`src/rtl/core/mtsir_pkg.sv`:
```
// Shared types and constants for the machine timer and software interrupt registers.
`timescale 1ns / 1ps

package mtsir_pkg;

  // Operation codes carried in the command transaction.
  localparam logic [1:0] OP_TICK  = 2'd0;
  localparam logic [1:0] OP_READ  = 2'd1;
  localparam logic [1:0] OP_WRITE = 2'd2;

  // Response status codes.
  localparam logic STATUS_OK       = 1'b0;
  localparam logic STATUS_ADDR_ERR = 1'b1;

  // Register map offsets and access lengths.
  localparam logic [15:0] ADDR_SOFT    = 16'h0000;
  localparam logic [15:0] ADDR_COMPARE = 16'h4000;
  localparam logic [15:0] ADDR_TIME    = 16'hBFF8;
  localparam logic [3:0]  SOFT_LEN     = 4'd4;
  localparam logic [3:0]  MAX_LEN      = 4'd8;
  localparam logic [4:0]  WINDOW_BYTES = 5'd8;

  typedef struct packed {
    logic [1:0]  operation;
    logic [15:0] address;
    logic [3:0]  access_length;
    logic [63:0] write_data;
  } cmd_t;

  typedef struct packed {
    logic [63:0] read_data;
    logic        status;
    logic        software_irq;
    logic        timer_irq;
  } rsp_t;

  typedef struct packed {
    logic        soft_pending;
    logic [63:0] compare_value;
    logic [63:0] time_count;
  } state_t;

endpackage

```
`src/rtl/core/mtsir_access.sv`:
```
// Address decode, byte-lane read and write merging, and next-state logic for one transaction.
`timescale 1ns / 1ps

module mtsir_access (
  input  mtsir_pkg::cmd_t   cmd,
  input  mtsir_pkg::state_t state,
  output mtsir_pkg::state_t state_next,
  output mtsir_pkg::rsp_t   result
);
  import mtsir_pkg::*;

  logic        len_ok;
  logic        soft_hit;
  logic        cmp_hit;
  logic        time_hit;
  logic [4:0]  slice_end;
  logic [5:0]  lane_shift;
  logic [63:0] len_mask;
  logic [63:0] wr_mask;
  logic [63:0] wr_data;
  logic        is_read;
  logic        is_write;

  // The windows are aligned to eight bytes, so the low address bits give the start byte.
  assign len_ok     = (cmd.access_length != 4'd0) && (cmd.access_length <= MAX_LEN);
  assign slice_end  = {2'b00, cmd.address[2:0]} + {1'b0, cmd.access_length};
  assign lane_shift = {cmd.address[2:0], 3'b000};
  assign soft_hit   = (cmd.address == ADDR_SOFT) && (cmd.access_length == SOFT_LEN);
  assign cmp_hit    = (cmd.address[15:3] == ADDR_COMPARE[15:3]) && (slice_end <= WINDOW_BYTES);
  assign time_hit   = (cmd.address[15:3] == ADDR_TIME[15:3]) && (slice_end <= WINDOW_BYTES);
  assign is_read    = (cmd.operation == OP_READ);
  assign is_write   = (cmd.operation == OP_WRITE);

  always_comb begin
    for (int i = 0; i < 8; i++) begin
      len_mask[i*8 +: 8] = (4'(i) < cmd.access_length) ? 8'hFF : 8'h00;
    end
  end

  assign wr_mask = len_mask << lane_shift;
  assign wr_data = cmd.write_data << lane_shift;

  always_comb begin
    state_next = state;
    result     = '0;
    if (cmd.operation == OP_TICK) begin
      state_next.time_count = state.time_count + 64'd1;
    end else if (is_read || is_write) begin
      if (!len_ok) begin
        result.status = STATUS_ADDR_ERR;
      end else if (soft_hit) begin
        if (is_read) begin
          result.read_data = {63'd0, state.soft_pending};
        end else begin
          state_next.soft_pending = cmd.write_data[0];
        end
      end else if (cmp_hit) begin
        if (is_read) begin
          result.read_data = (state.compare_value >> lane_shift) & len_mask;
        end else begin
          state_next.compare_value = (state.compare_value & ~wr_mask) | (wr_data & wr_mask);
        end
      end else if (time_hit) begin
        // Writes to the time counter are accepted and have no effect.
        if (is_read) begin
          result.read_data = (state.time_count >> lane_shift) & len_mask;
        end
      end else begin
        result.status = STATUS_ADDR_ERR;
      end
    end
    result.software_irq = state_next.soft_pending;
    result.timer_irq    = (state_next.compare_value != 64'd0) &&
                          (state_next.time_count >= state_next.compare_value);
  end

endmodule

```
`src/rtl/core/mtsir_regs.sv`:
```
// State registers: software pending bit, timer compare value and time counter.
`timescale 1ns / 1ps

module mtsir_regs (
  input  logic              clk,
  input  logic              rst,
  input  logic              update,
  input  mtsir_pkg::state_t state_next,
  output mtsir_pkg::state_t state
);
  import mtsir_pkg::*;

  always_ff @(posedge clk) begin
    if (rst) begin
      state <= '0;
    end else if (update) begin
      state <= state_next;
    end
  end

endmodule

```
`src/rtl/core/machine_timer_software_irq_regs.sv`:
```
// Top level of the core-local timer and software interrupt register block.
`timescale 1ns / 1ps
// Core-local interruptor with a 64-bit time counter, a 64-bit timer compare register
// and a software interrupt bit.
// Command channel (cmd_valid, cmd_stall, cmd): each transaction is a tick, which advances
// the time counter by one, a bus read or a bus write. Reads and writes of the compare and
// time registers may be any byte slice of 1 to 8 bytes that lies within their 8-byte
// window; the software bit is reached only by a 4-byte access at offset zero. Any other
// read or write returns an address error status and changes nothing.
// Response channel (rsp_valid, rsp_stall, rsp): exactly one transaction per command,
// in order, carrying read data, status and the interrupt levels after that command.
// A command accepted at a clock edge is held in the command register, while decode and
// state update feed the response register, whose valid rises at the edge where that
// register takes the result. Throughput is one command per cycle while the receiver
// does not stall.
// While the receiver stalls, the response register holds and one further command may
// wait in the command register; only when both are full is cmd_stall raised.
// Reset clears the interrupt bit, the compare value (which disables the timer) and the
// time counter, and empties both registers.

module machine_timer_software_irq_regs (
  input  logic            clk,
  input  logic            rst,
  input  logic            cmd_valid,
  output logic            cmd_stall,
  input  mtsir_pkg::cmd_t cmd,
  output logic            rsp_valid,
  input  logic            rsp_stall,
  output mtsir_pkg::rsp_t rsp
);
  import mtsir_pkg::*;

  cmd_t   cmd_held;
  logic   cmd_held_valid;
  logic   rsp_load;
  logic   advance;
  state_t state;
  state_t state_next;
  rsp_t   result;

  // The response register can take a new result when it is empty or being drained.
  assign rsp_load  = !rsp_valid || !rsp_stall;
  // The held command is executed, and state committed, in the cycle its result is stored.
  assign advance   = cmd_held_valid && rsp_load;
  assign cmd_stall = cmd_held_valid && !rsp_load;

  always_ff @(posedge clk) begin
    if (rst) begin
      cmd_held_valid <= 1'b0;
      rsp_valid      <= 1'b0;
    end else begin
      if (!cmd_stall) begin
        cmd_held_valid <= cmd_valid;
      end
      if (rsp_load) begin
        rsp_valid <= cmd_held_valid;
      end
    end
  end

  // Payload registers are loaded without reset; their valid flags guard them.
  always_ff @(posedge clk) begin
    if (cmd_valid && !cmd_stall) begin
      cmd_held <= cmd;
    end
    if (advance) begin
      rsp <= result;
    end
  end

  mtsir_access u_access (
    .cmd        (cmd_held),
    .state      (state),
    .state_next (state_next),
    .result     (result)
  );

  mtsir_regs u_regs (
    .clk        (clk),
    .rst        (rst),
    .update     (advance),
    .state_next (state_next),
    .state      (state)
  );

endmodule

```
`config.mk`:
```
export PLATFORM = sky130hd
export DESIGN_NAME = machine_timer_software_irq_regs
export DESIGN_NICKNAME = d
export VERILOG_FILES = /design/src/rtl/core/mtsir_pkg.sv /design/src/rtl/core/mtsir_access.sv /design/src/rtl/core/mtsir_regs.sv /design/src/rtl/core/machine_timer_software_irq_regs.sv
export SDC_FILE = /design/constraint.sdc
export NUM_CORES = 1
export LEC_CHECK = 0
export BUFFER_PORTS_ARGS = -buffer_cell sky130_fd_sc_hd__buf_4
export CAP_MARGIN = 0
export CORE_UTILIZATION = 56
export DETAILED_ROUTE_END_ITERATION = 10
export PLACE_DENSITY = 0.76
export SLEW_MARGIN = 20
export SYNTH_ARGS = -nofsm -noshare
export SYNTH_HDL_FRONTEND = slang
export SYNTH_SLANG_ARGS = --single-unit
export TNS_END_PERCENT = 5
```
`constraint.sdc`:
```
create_clock -name clk -period 6.9 [get_ports clk]
set_clock_uncertainty 0.2 [all_clocks]
set_input_delay 0.345 -clock clk [delete_from_list [all_inputs] [get_ports clk]]
set_output_delay 0.345 -clock clk [all_outputs]
set_load 0.05 [all_outputs]
```
==> reports/metrics.cfg <==
[drt]
routed_wl_mm = 65.5
ant_nets = 0
firstDrtPassIters = 8
viasPerCell = 6.41
wl_per_cell_um = 26.0
drcViolationCount = 0
drt-initial-drc-count = 1964
dr_total_vias = 16200

[flow_run]
drv_cap = 0

[cts]
cts_resized = 0
clockBufferDepth = 3
clockRootBuffer = clkbuf_16
cts_tree = built
cts_buffers = 34
clock_latency_ns = 0.53
clk_pin_slew_ns = 0.06
htree_num_levels = 2
cts.sinks = 284

[power]
p_per_area_mw_per_mm2 = 198
totalPowerFinal_mw = 4.29
p_leak_nw = 8.55
ir_worst_vdd_mv = 0.278

[global_routing]
first_global_vias = 15100
grt-ovfl-total = 0
antenna_found_initial = 5
grt_pass1_wl_mm = 96.9
grt_max_degree = 156
grt_usage = 0.394

[layout]
fin_nets = 2219
area_growth_pct = 19.0
final_layout_size_suffix_gt1_frac = 0.155
final_design_area_no_fill_mm2 = 0.0217

[setup_path]
crit_path_end_kind = flop
path_max_fanout = 14
startpoint_type = flop
reg2reg_depth = 18
rrSetupSlack_ns = 0.97
path_class = reg2reg
cp.arrival_ns = 5.99
r2r-start = cmd_held[64]$_DFFE_PP_
r2r-end = rsp[0]$_DFFE_PP_
required_ns = 6.96

[placed_design]
hpwl_mm = 48.0
gp_congestion = 1.06
place_area_mm2 = 0.0197
port_buffers = 158

[synthesis]
avgSynthCellArea_um2 = 9.65
synth.net_count = 2050
synth_edf_count = 153
yosys_warnings = 0
synth_ff_type = edfxtp_1
synth_seq_cells = 284
yosysSeqAreaShare = 0.396
syn_area_mm2 = 0.0182
synthArstFlopShare = 0
ys_types = 62
synth_cells = 1889

[die]
die_height_um = 182
initial_utilization = 0.573
dieArea_mm2 = 0.0333
coreArea_mm2 = 0.0318
die_w_um = 182
pin_count = 159
row_count = 65

[timing]
setup-tns-final_ns = 0
finalSetupViolations = 0
hold_viol_final = 0
final.period_utilization = 0.859
hold_slack_ns = 0.0293
slew_headroom = 0.264
fmax_mhz = 169
period_minus_slack_ns = 5.93
grt_setup_unrepaired = no
drv_slew = 0
tightestPinTransition_ns = 1.10

[min_path]
holdPathStages = 2
hold_path_class = in2reg
worstHoldStart = rst
whs_endpoint = u_regs.state[99]$_SDFFE_PP0P_

[status]
outcome = completed

[per-stage QoR]
stage | std cells | worst slack, ns | util
after detailed placement | 2369 | 1.13 | 0.618
after CTS | 2519 | 1.12 | 0.682
final | 2520 | 0.973 | 0.682
after floorplan | 1889 | 1.38 | -
after global routing | 2520 | 0.660 | 0.682
after global placement | 2368 | 1.25 | 0.617
[how the worst max path moves through the flow]
| stage | slack, ns | cells after the start | to | startpoint |
|---|---|---|---|---|
| finish | 0.97 | 18 | rsp[0]$_DFFE_PP_ | cmd_held[64]$_DFFE_PP_ |
| global route | 0.66 | 17 | rsp[0]$_DFFE_PP_ | cmd_held[64]$_DFFE_PP_ |
| CTS | 1.12 | 18 | rsp[0]$_DFFE_PP_ | cmd_held[64]$_DFFE_PP_ |
| detailed placement | 1.13 | 18 | rsp[0]$_DFFE_PP_ | cmd_held[64]$_DFFE_PP_ |
| global placement | 1.25 | 17 | rsp[0]$_DFFE_PP_ | cmd_held[64]$_DFFE_PP_ |
| floorplan | 1.38 | 2 | cmd_held[0]$_DFFE_PP_ | rsp_valid$_SDFFE_PP0N_ |
[synthesized netlist by cell type (22+ instances only)]
master    instances  area (um2)
o22ai_1          22         138
mux4_2           40         901
nand3_1          37         185
nor3_1           23         115
and2_1           41         257
a21o_1           24         180
buf_2            31         155
nand4_1          51         319
mux2i_1         220        2200
a21oi_1         110         551
mux2_2           27         304
edfxtp_1        153        4590
buf_1            25        93.8
clkbuf_1         82         308
nand2_1         142         533
xnor2_1          52         455
xor2_1           56         490
dfxtp_1         131        2620
a211oi_1         37         278
o21ai_0          91         455
nor2_1          252         946
or3_1            24         150
ha_1             70         876
[power by group]
part / internal (mW) / switching [mW] / total [mW] / leakage, nW
Sequential: 1.84 / 0.0479 / 1.89 / 2.50
Clock: 1.10 / 0.761 / 1.86 / 0.548
Combinational: 0.199 / 0.343 / 0.542 / 5.51
[placed cells by master, fill, tap and decap left out, types with 5 or more instances in the layout]
cell type and count:
nor2_1 252, mux2i_1 220, buf_4 181, edfxtp_1 153, nand2_1 141, dfxtp_1 131, a21oi_1 110, o21ai_0 91
dlygate4sd3_1 88, ha_1 70, xor2_1 56, xnor2_1 52, nand4_1 51, and2_1 41, mux4_2 40, nand3_1 37
a211oi_1 37, clkbuf_16 37, mux2_2 27, or3_1 24, a21o_1 24, nor3_1 23, o22ai_1 22, nor2b_1 18
inv_1 16, and3_1 14, nor4_1 13, o211ai_1 12, and4_1 7, o2bb2ai_1 6, clkbuf_1 6, nand2b_1 5
a31oi_1 5
[logic make-up after synthesis]
kind of cell	Yosys count	synth area share
AOI/OAI and AO/OA	329	0.111
xor gates and xnor gates	108	0.0519
adders and majority gates	71	0.0491
buffers and inverters	158	0.0351
DFF	284	0.396
muxes	288	0.188
and+or+nand+nor	651	0.169
[per-layer routing]
metal	global-route usage	wire length [um]	vias up	share of wire
li1	-	-	7256	-
met1	0.503	25700	7789	0.39
met2	0.639	30100	915	0.46
met3	0.0868	6480	192	0.099
met4	0.179	3170	6	0.048
met5	0.00741	36	-	0.00055
[critical path: stages (launching register included)]
cell and delay (ns):
edfxtp_1 0.56, ha_1 0.31, fa_1 0.51, o31ai_1 0.09, a22oi_1 0.55, nand3_1 0.24
nand4_1 0.44, mux2i_1 0.51, inv_1 0.10, ha_1 0.29, nand2b_1 0.14, a21o_1 0.17
a21o_1 0.17, a21oi_1 0.20, o21ai_0 0.13, a21oi_1 0.22, o211ai_1 0.22, o311ai_0 0.46
a22oi_1 0.15
[cell type report]
class | count | area [um2]
fill | 2460 | 10100
tap | 435 | 544
antenna | 1 | 2.50
sequential | 284 | 7220
timing repair buffer | 272 | 2300
clock buffer | 43 | 948
inverter | 19 | 73.8
multi-input combinational | 1447 | 10400
clock inverter | 19 | 199
[state kept, by name, indices dropped and copies added, names as in the netlist]
signal	count
u_regs.state	129
cmd_held	86
rsp	67
cmd_held_valid	1
rsp_valid	1
[timing repair]
item / CTS / global route
hold endpoints to repair: 88 / 0
buffers inserted: 0 / 0
hold buffers: 88 / 0
No activity file was read; power rests on OpenSTA's default activity.
